### src/design/u8d_pkg.sv
// Package for the UTF-8 to UTF-32 decoder: shared widths, lead byte ranges
// and the result struct. No dependencies.
`timescale 1ns / 1ps

package u8d_pkg;

    localparam int unsigned BYTE_W = 8;
    localparam int unsigned CP_W   = 31;
    localparam int unsigned PEND_W = 3;

    // Lead byte ranges, extended six-byte form
    localparam logic [BYTE_W-1:0] LEAD2_LO = 8'hC0;
    localparam logic [BYTE_W-1:0] LEAD2_HI = 8'hDF;
    localparam logic [BYTE_W-1:0] LEAD3_LO = 8'hE0;
    localparam logic [BYTE_W-1:0] LEAD3_HI = 8'hEF;
    localparam logic [BYTE_W-1:0] LEAD4_LO = 8'hF0;
    localparam logic [BYTE_W-1:0] LEAD4_HI = 8'hF7;
    localparam logic [BYTE_W-1:0] LEAD5_LO = 8'hF8;
    localparam logic [BYTE_W-1:0] LEAD5_HI = 8'hFB;
    localparam logic [BYTE_W-1:0] LEAD6_LO = 8'hFC;
    localparam logic [BYTE_W-1:0] LEAD6_HI = 8'hFD;

    // Continuation bytes are 10xxxxxx
    localparam logic [1:0] CONT_TAG = 2'b10;

    localparam logic [PEND_W-1:0] PEND_MAX = 3'd5;

    typedef struct packed {
        logic [CP_W-1:0] code_point;
        logic            bad_sequence;
    } t_result;

    typedef struct packed {
        logic [CP_W-1:0]   partial;
        logic [PEND_W-1:0] pending;
    } t_state;

endpackage

### src/design/u8d_step.sv
// One decode step: current state plus one byte gives the next state and an
// optional result. Pure combinational logic; depends on u8d_pkg.
`timescale 1ns / 1ps

module u8d_step (
    input  u8d_pkg::t_state              i_state,
    input  logic [u8d_pkg::BYTE_W-1:0]   i_byte,
    output u8d_pkg::t_state              o_state,
    output logic                         o_has_result,
    output u8d_pkg::t_result             o_result
);

    logic                          is_cont;
    logic [u8d_pkg::PEND_W-1:0]    k;
    logic [u8d_pkg::CP_W-1:0]      shifted;
    logic [u8d_pkg::CP_W-1:0]      merged;

    assign is_cont = (i_byte[7:6] == u8d_pkg::CONT_TAG);

    // Continuations left after this byte; six-bit group lands at 6*k
    always_comb begin
        k = i_state.pending - 3'd1;
        if (k > 3'd4) begin
            k = 3'd4;
        end
    end

    always_comb begin
        case (k)
            3'd0:    shifted = {25'd0, i_byte[5:0]};
            3'd1:    shifted = {19'd0, i_byte[5:0], 6'd0};
            3'd2:    shifted = {13'd0, i_byte[5:0], 12'd0};
            3'd3:    shifted = {7'd0, i_byte[5:0], 18'd0};
            default: shifted = {1'b0, i_byte[5:0], 24'd0};
        endcase
    end

    assign merged = i_state.partial | shifted;

    always_comb begin
        o_state      = i_state;
        o_has_result = 1'b0;
        o_result     = '0;
        if (i_state.pending != '0) begin
            if (is_cont) begin
                o_state.pending = k;
                if (k == '0) begin
                    o_state.partial     = '0;
                    o_has_result        = 1'b1;
                    o_result.code_point = merged;
                end else begin
                    o_state.partial = merged;
                end
            end else begin
                // missing continuation: drop sequence and this byte
                o_state               = '0;
                o_has_result          = 1'b1;
                o_result.bad_sequence = 1'b1;
            end
        end else begin
            if (i_byte inside {[u8d_pkg::LEAD6_LO:u8d_pkg::LEAD6_HI]}) begin
                o_state.partial = {i_byte[0], 30'd0};
                o_state.pending = 3'd5;
            end else if (i_byte inside {[u8d_pkg::LEAD5_LO:u8d_pkg::LEAD5_HI]}) begin
                o_state.partial = {5'd0, i_byte[1:0], 24'd0};
                o_state.pending = 3'd4;
            end else if (i_byte inside {[u8d_pkg::LEAD4_LO:u8d_pkg::LEAD4_HI]}) begin
                o_state.partial = {10'd0, i_byte[2:0], 18'd0};
                o_state.pending = 3'd3;
            end else if (i_byte inside {[u8d_pkg::LEAD3_LO:u8d_pkg::LEAD3_HI]}) begin
                o_state.partial = {15'd0, i_byte[3:0], 12'd0};
                o_state.pending = 3'd2;
            end else if (i_byte inside {[u8d_pkg::LEAD2_LO:u8d_pkg::LEAD2_HI]}) begin
                o_state.partial = {20'd0, i_byte[4:0], 6'd0};
                o_state.pending = 3'd1;
            end else begin
                // ASCII, stray continuation, 0xFE, 0xFF pass through
                o_has_result        = 1'b1;
                o_result.code_point = {23'd0, i_byte};
            end
        end
    end

endmodule

### src/design/utf8_to_utf32_decoder_top.sv
// Top level of the UTF-8 to UTF-32 decoder: state registers, decode step and
// a two-entry output stage. Depends on u8d_pkg and u8d_step.
`timescale 1ns / 1ps

//  channel | valid   | ready   | payload
//  --------+---------+---------+-----------------------------------
//  input   | i_valid | o_ready | i_in_byte
//  result  | o_valid | i_ready | o_code_point, o_bad_sequence
//
// One byte per cycle while o_ready is high. The decode step runs on the
// accepted byte in the same cycle and its result is registered in the
// output register, or in the skid register while that one is held. An
// output register plus a skid register keep input flowing while the
// consumer stalls; o_ready drops only when both hold a result. Reset
// returns the decoder to idle with an empty output stage.

module utf8_to_utf32_decoder_top (
    input  logic                         i_clk,
    input  logic                         i_rst_n,
    input  logic                         i_valid,
    output logic                         o_ready,
    input  logic [u8d_pkg::BYTE_W-1:0]   i_in_byte,
    output logic                         o_valid,
    input  logic                         i_ready,
    output logic [u8d_pkg::CP_W-1:0]     o_code_point,
    output logic                         o_bad_sequence
);

    u8d_pkg::t_state  r_state;
    u8d_pkg::t_state  n_state;
    u8d_pkg::t_result step_result;
    logic             step_has_result;

    u8d_pkg::t_result r_out;
    u8d_pkg::t_result r_skid;
    logic             r_out_valid;
    logic             r_skid_valid;

    logic accept;
    logic push;
    logic pop;

    u8d_step u_step (
        .i_state      (r_state),
        .i_byte       (i_in_byte),
        .o_state      (n_state),
        .o_has_result (step_has_result),
        .o_result     (step_result)
    );

    assign o_ready = !r_skid_valid;
    assign accept  = i_valid && o_ready;
    assign push    = accept && step_has_result;
    assign pop     = r_out_valid && i_ready;

    always_ff @(posedge i_clk) begin
        if (!i_rst_n) begin
            r_state <= '0;
        end else if (accept) begin
            r_state <= n_state;
        end
    end

    always_ff @(posedge i_clk) begin
        if (!i_rst_n) begin
            r_out_valid  <= 1'b0;
            r_skid_valid <= 1'b0;
        end else if (!r_out_valid || pop) begin
            if (r_skid_valid) begin
                r_out_valid  <= 1'b1;
                r_skid_valid <= 1'b0;
            end else begin
                r_out_valid <= push;
            end
        end else if (push) begin
            r_skid_valid <= 1'b1;
        end
    end

    always_ff @(posedge i_clk) begin
        if (!r_out_valid || pop) begin
            if (r_skid_valid) begin
                r_out <= r_skid;
            end else if (push) begin
                r_out <= step_result;
            end
        end else if (push) begin
            r_skid <= step_result;
        end
    end

    assign o_valid        = r_out_valid;
    assign o_code_point   = r_out.code_point;
    assign o_bad_sequence = r_out.bad_sequence;

    a_bad_zero: assert property (@(posedge i_clk) disable iff (!i_rst_n)
        o_valid && o_bad_sequence |-> o_code_point == '0)
        else $error("error result carries a nonzero code point");

    a_skid_order: assert property (@(posedge i_clk) disable iff (!i_rst_n)
        r_skid_valid |-> r_out_valid)
        else $error("skid register full while output register empty");

    a_pend_range: assert property (@(posedge i_clk) disable iff (!i_rst_n)
        r_state.pending <= u8d_pkg::PEND_MAX)
        else $error("continuation count out of range");

    a_idle_clear: assert property (@(posedge i_clk) disable iff (!i_rst_n)
        accept && step_has_result |=> r_state.partial == '0)
        else $error("partial value not cleared after a result");

endmodule

### config.mk
export PLATFORM = sky130hd
export DESIGN_NAME = utf8_to_utf32_decoder_top
export DESIGN_NICKNAME = d
export VERILOG_FILES = /design/src/design/u8d_pkg.sv /design/src/design/u8d_step.sv /design/src/design/utf8_to_utf32_decoder_top.sv
export SDC_FILE = /design/constraint.sdc
export NUM_CORES = 1
export LEC_CHECK = 0
export BUFFER_PORTS_ARGS = -buffer_cell sky130_fd_sc_hd__buf_4
export CORE_UTILIZATION = 60
export CTS_CLUSTER_SIZE = 28
export DETAILED_ROUTE_END_ITERATION = 8
export PLACE_DENSITY = 0.79
export SLEW_MARGIN = 15
export SYNTH_ARGS = -nofsm -noshare
export SYNTH_HDL_FRONTEND = slang
export SYNTH_HIERARCHICAL = 1
export SYNTH_SLANG_ARGS = --single-unit
### constraint.sdc
create_clock -name i_clk -period 6.9 [get_ports i_clk]
set_input_delay 0.345 -clock i_clk [delete_from_list [all_inputs] [get_ports i_clk]]
set_output_delay 0.345 -clock i_clk [all_outputs]
set_load 0.02 [all_outputs]
==> flow_metrics.env, run 1 <==
export IMPL_top_layer_used="met4"
export IMPL_cp_cell_sequence="inv_1 > ha_1 > nor2b_1 > a211oi_1 > a31oi_1 > nand2_1 > a21boi_4 > buf_16"
export IMPL_clock_latency_ns=0.37
export IMPL_hold_path_class="in -> reg"
export IMPL_rsz0062_at_grt="no"
export IMPL_leakage_nw=1.91
export IMPL_multi_input_area_um2=2120
export IMPL_overflow=0
export IMPL_antenna_left=0
export IMPL_place_gp_congestion=0.925
export IMPL_hold_viol_final=0
export IMPL_reg2reg_from="r_state[0]"
export IMPL_post_cts_buffers=0
export IMPL_clk_pin_slew_worst_paths_ns=0.10
export IMPL_final_core_util_pct=70.7
export IMPL_yosysSeqAreaShare_pct=53.4
export IMPL_layout_commonest_cell="nand2_1"
export IMPL_htreeDepth=3
export IMPL_num_vias=3558
export IMPL_skew_ns=0.0128
export IMPL_route_met3_wl_um=618
export IMPL_cts_tree="yes"
export IMPL_syn_nets=461
export IMPL_critical_path_arrival_ns=2.98
export IMPL_drt_initial_drc_count=275
export IMPL_relSlewSlack_pct=47.1
export IMPL_ys_types=50
export IMPL_holdBufCountCts=0
export IMPL_cts_root_buffer="clkbuf_8"
export IMPL_final_nets=493
export IMPL_path_max_fanout=22
export IMPL_synth_area_leaders="edfxtp_1 39%, dfxtp_1 15%, mux2_2 7.3%"
export IMPL_synth_edf_count=64
export IMPL_grt_pass1_vias=3426
export IMPL_rr_worst_depth=8
export IMPL_clock_path_buffers=2
export IMPL_met2_length_mm=5.18
export IMPL_grt_antenna_before_repair=0
export IMPL_io_pins=46
export IMPL_design_area_um2=5550
export IMPL_power_density_nw_per_um2=236
export IMPL_synth_cells=446
export IMPL_final_cell_mix="78 x nand2_1, 64 x edfxtp_1, 48 x buf_4"
export IMPL_synth_top_area_cell="edfxtp_1"
export IMPL_wire_per_inst_um=17.9
export IMPL_grt_pass1_wl_mm=16.9
export IMPL_fin_setup_tns_ns=0
export IMPL_die_area_um2=8620
export IMPL_vias_per_cell=6.08
export IMPL_ys_flop_type="edfxtp_1"
export IMPL_hold_path_end="r_skid[7]"
export IMPL_synth_warnings=6
export IMPL_clock_fmax_ghz=0.343
export IMPL_post_dp_cell_area_um2=5270
export IMPL_syn_area_per_cell_um2=11.1
export IMPL_dp_hpwl_mm=6.59
export IMPL_die_w_um=92.8
export IMPL_area_delta_synth_final_pct=12.1
export IMPL_routed_wl_mm=10.5
export IMPL_synth_seq_cells=100
export IMPL_cts_buffers=9
export IMPL_die_h_um=92.8
export IMPL_setup_violations=0
export IMPL_syn_area_um2=4950
export IMPL_endpoint_kind="flop"
export IMPL_drive_above_1_share_pct=28.4
export IMPL_diodes=0
export IMPL_grt_max_degree=38
export IMPL_min_path_cells=2
export IMPL_io_buffers=45
export IMPL_post_route_min_period_ns=2.91
export IMPL_met1Wirelength_mm=4.49
export IMPL_initial_core_util_pct=63.1
export IMPL_cp_required_ns=6.97
export IMPL_dp_cells=567
export IMPL_worstSetupPathType="reg -> reg"
export IMPL_coreArea_um2=7850
export IMPL_rrSetupSlack_ns=3.99
export IMPL_cts_resized=0
export IMPL_route_detailed_drc=0
export IMPL_status="finished, final reports clean"
export IMPL_crit_slowest_cell="nor2b_1"
export IMPL_max_cap_violations=0
export IMPL_worstHoldStart="i_in_byte[6]"
export IMPL_crit_buf_inv=2
export IMPL_row_count=32
export IMPL_reg2reg_to="o_code_point[27]"
export IMPL_final_cells=585
export IMPL_peakVddDrop_v=0.000119
export IMPL_synth_top_cell_area_share_pct=38.8
export IMPL_slowest_delay_ns=0.59
export IMPL_n_fill_cell=573
export IMPL_clock_sinks=100
export IMPL_fin_crit_sh_pct=42.2
export IMPL_drt_pass1_iter_count=6
export IMPL_track_usage_pct=25.7
export IMPL_synth_async_reset_ratio_pct=0
export IMPL_worst_pin_slew_ns=0.791
export IMPL_worstSetupStartpointType="flop"
export IMPL_slew_violations=0
export IMPL_crit_family="compound AO/OA/AOI/OAI gates"
export IMPL_seq_area_um2=2640
-- worst max path at each step --
stage | startpoint | end | slack [ns] | depth (start not counted)
floorplan | r_state[0] | o_bad_sequence | 2.52 | 7
global placement | r_state[0] | o_code_point[10] | 3.82 | 7
detailed placement | r_state[0] | o_code_point[8] | 3.68 | 7
CTS | r_state[0] | o_code_point[14] | 3.64 | 7
global route | r_state[0] | o_code_point[5] | 3.72 | 8
finish | r_state[0] | o_code_point[27] | 3.99 | 8
-- power by group --
part | internal, mW | switching, mW
clock network | 0.251 | 0.194
registers | 0.665 | 0.0102
logic | 0.0679 | 0.119
total | 0.984 | 0.323
-- through the flow --
| stage | hold slack, ns | total power, mW | setup WS (ns) |
|---|---|---|---|
| 2_1_floorplan | 0.451 | 0.813 | 2.52 |
| 3_3_place_gp | 0.462 | 0.864 | 3.82 |
| 3_5_place_dp | 0.469 | 0.869 | 3.68 |
| 4_1_cts | 0.325 | 1.31 | 3.64 |
| 5_1_grt | 0.337 | 1.35 | 3.72 |
| 6_report | 0.340 | 1.31 | 3.99 |
-- synthesized netlist by cell type, drive strengths merged, types with 2 or more instances --
library cell,n
a31oi,11
inv,3
a21boi,40
o22ai,7
o32ai,3
a22oi,3
clkbuf,8
a221o,2
ha,3
a21oi,27
a22o,10
nor2,31
mux2,32
nand3,2
nor3,3
nand2,78
buf,21
nand2b,4
edfxtp,64
o21ai,9
dfxtp,36
and2,25
nor2b,3
nor3b,3
and3,2
-- cells by family (layout without fill, tap and decap cells) --
group	after synthesis	in the layout	share of synthesized area, %
AO/OA/AOI/OAI	120	120	19.0
XOR/XNOR	2	2	0.506
adder cells (fa/ha/maj)	3	3	0.758
buffers and inverters	32	69	4.02
flip-flops	100	100	53.4
multiplexers	32	32	7.28
AND/OR/NAND/NOR	157	157	15.0
-- flip-flops by register name, indices dropped and copies added, names as in the netlist --
| register | flops |
|---|---|
| o_bad_sequence | 1 |
| o_code_point | 31 |
| o_valid | 1 |
| r_skid | 32 |
| r_skid_valid | 1 |
| r_state | 34 |
-- per-layer routing --
metal  track usage [%]  up-vias
met2              43.0      147
met5                 0        -
met4              10.4        0
met3              5.25       21
li1                  -     1679
met1              32.4     1711
-- area by class of cell --
cell class              instances  share of cell area, %
flip-flops and latches        100                   47.6
clock buffers                  12                   2.62
multi-input cells             314                   38.3
well taps                     102                   2.30
clock inverters                 4                   1.76
repair buffers                 50                   7.19
inverters                       3                  0.203
(Power assumes the default switching activity.)
==> inputs of run 2 (changes only) <==
--- a/config.mk
+++ b/config.mk
@@ -6,10 +6,10 @@
 export NUM_CORES = 1
 export LEC_CHECK = 0
 export BUFFER_PORTS_ARGS = -buffer_cell sky130_fd_sc_hd__buf_4
-export CORE_UTILIZATION = 60
+export CORE_UTILIZATION = 54
 export CTS_CLUSTER_SIZE = 28
 export DETAILED_ROUTE_END_ITERATION = 8
-export PLACE_DENSITY = 0.79
+export PLACE_DENSITY = 0.75
 export SLEW_MARGIN = 15
 export SYNTH_ARGS = -nofsm -noshare
 export SYNTH_HDL_FRONTEND = slang
==> constraint.sdc (replaced) <==
create_clock -name i_clk -period 2.5 [get_ports i_clk]
set_input_delay 0.125 -clock i_clk [delete_from_list [all_inputs] [get_ports i_clk]]
set_output_delay 0.125 -clock i_clk [all_outputs]
set_load 0.02 [all_outputs]
==> flow_metrics.env, run 2 (synthesis results as in run 1) <==
export IMPL_track_usage_pct=22.9
export IMPL_htreeDepth=3
export IMPL_io_pins=46
export IMPL_clock_latency_ns=0.37
export IMPL_initial_core_util_pct=56.2
export IMPL_worst_pin_slew_ns=0.786
export IMPL_setup_violations=0
export IMPL_drive_above_1_share_pct=31.0
export IMPL_relSlewSlack_pct=47.5
export IMPL_slew_violations=0
export IMPL_largest_reg_flops=34
export IMPL_worstSetupPathType="reg -> reg"
export IMPL_grt_pass1_vias=3451
export IMPL_leakage_nw=1.94
export IMPL_clk_pin_slew_worst_paths_ns=0.11
export IMPL_clock_path_buffers=2
export IMPL_final_cell_mix="78 x nand2_1, 64 x edfxtp_1, 55 x buf_4"
export IMPL_layout_commonest_cell="nand2_1"
export IMPL_holdBufCountCts=0
export IMPL_drt_pass1_iter_count=8
export IMPL_rrSetupSlack_ns=0.20
export IMPL_drt_initial_drc_count=255
export IMPL_clock_fmax_ghz=0.435
export IMPL_cp_cell_sequence="inv_1 > ha_4 > and2_4 > a211oi_2 > a31oi_1 > nand2_1 > nor3_4 > buf_12"
export IMPL_clock_sinks=100
export IMPL_final_nets=500
export IMPL_power_total_mw=3.46
export IMPL_grt_pass1_wl_mm=17.1
export IMPL_slowest_delay_ns=0.37
export IMPL_path_max_fanout=32
export IMPL_peakVddDrop_v=0.000257
export IMPL_status="finished, violations left"
export IMPL_critical_path_arrival_ns=2.35
export IMPL_max_cap_violations=0
export IMPL_grt_max_degree=37
export IMPL_endpoint="r_skid[0]"
export IMPL_cts_tree="yes"
export IMPL_post_cts_buffers=0
export IMPL_endpoint_kind="flop"
export IMPL_cts_root_buffer="clkbuf_8"
export IMPL_design_area_um2=5630
export IMPL_cts_resized=0
export IMPL_post_dp_cell_area_um2=5430
export IMPL_fin_setup_tns_ns=0
export IMPL_reg2reg_to="r_skid[0]"
export IMPL_die_w_um=97.7
export IMPL_startpoint="r_state[1]"
export IMPL_diodes=0
export IMPL_routed_wl_mm=10.4
export IMPL_post_route_min_period_ns=2.30
export IMPL_worstSetupStartpointType="flop"
export IMPL_io_buffers=45
export IMPL_fin_ws_ns=0.203
export IMPL_cp_required_ns=2.56
export IMPL_top_register="r_state"
export IMPL_place_gp_congestion=0.881
export IMPL_wire_per_inst_um=17.4
export IMPL_hold_viol_final=0
export IMPL_skew_ns=0.0207
export IMPL_num_vias=3557
export IMPL_area_delta_synth_final_pct=13.8
export IMPL_die_h_um=97.7
export IMPL_route_detailed_drc=3
export IMPL_dp_hpwl_mm=6.89
export IMPL_hold_path_class="in -> reg"
export IMPL_grt_antenna_before_repair=0
export IMPL_antenna_left=0
export IMPL_power_density_nw_per_um2=614
export IMPL_fin_crit_sh_pct=91.9
export IMPL_row_count=34
export IMPL_die_area_um2=9550
export IMPL_vias_per_cell=5.95
export IMPL_crit_slowest_cell="dfxtp_1"
export IMPL_reg2reg_from="r_state[1]"
export IMPL_cts_buffers=9
export IMPL_rsz0062_at_grt="no"
export IMPL_overflow=0
export IMPL_coreArea_um2=8810
export IMPL_violations="DRC"
export IMPL_rr_worst_depth=8
export IMPL_dp_slack_ns=0.221
[run 2: changes by cell type in the layout (fill, tap and decap cells not counted), sizes merged]
cell and change:
clkbuf -1, buf +7, inv +1, clkinvlp -1, clkinv +3, bufinv -2
[run 2: area by class of cell]
type / count / area (um^2)
fill: 710 / 3170
sequential: 100 / 2650
multi-input combinational: 314 / 2180
timing repair buffer: 57 / 453
clock buffer: 11 / 141
tap: 108 / 135
clock inverter: 5 / 61.3
inverter: 3 / 13.8
[run 2: how the worst min path moves through the flow]
stage                             from     endpoint  slack [ns]  cells after the start
after floorplan                i_rst_n  r_state[23]        0.27                      1
after global placement      r_state[7]   r_state[7]        0.46                      2
after detailed placement   r_state[24]  r_state[24]        0.47                      2
after CTS                 i_in_byte[7]    r_skid[8]        0.12                      2
after global routing      i_in_byte[7]    r_skid[8]        0.13                      2
final                     i_in_byte[7]    r_skid[8]        0.13                      2
[run 2: metrics by stage]
| step | hold WS [ns] | instances | util, % |
|---|---|---|---|
| global placement | 0.464 | 582 | 61.7 |
| floorplan | 0.275 | 446 | - |
| CTS | 0.116 | 598 | 64.0 |
| detailed placement | 0.473 | 582 | 61.7 |
| finish | 0.125 | 598 | 64.0 |
| global route | 0.126 | 598 | 64.0 |
[run 2: routing by layer]
metal  vias up  track usage, %  wire (um)
met1      1710            28.9       4580
met4         0            10.8        248
met5         -               0          0
met3        25            4.01        520
li1       1690               -          -
met2       132            38.6       5070
[run 2: critical path, delay by kind of cell (launching register included)]
kind,cells,cell delay [ns]
AO/OA/AOI/OAI,2,0.31
buffers and inverters,2,0.37
adder cells (fa/ha/maj),1,0.34
flip-flops,1,0.37
AND/OR/NAND/NOR,3,0.60
[run 2: where the power goes]
group	switching (mW)	internal, mW	leakage, nW	total (mW)
sequential	0.0287	1.83	0.876	1.86
combinational	0.334	0.209	0.965	0.543
clock	0.557	0.496	0.104	1.05
total	0.920	2.54	1.94	3.46
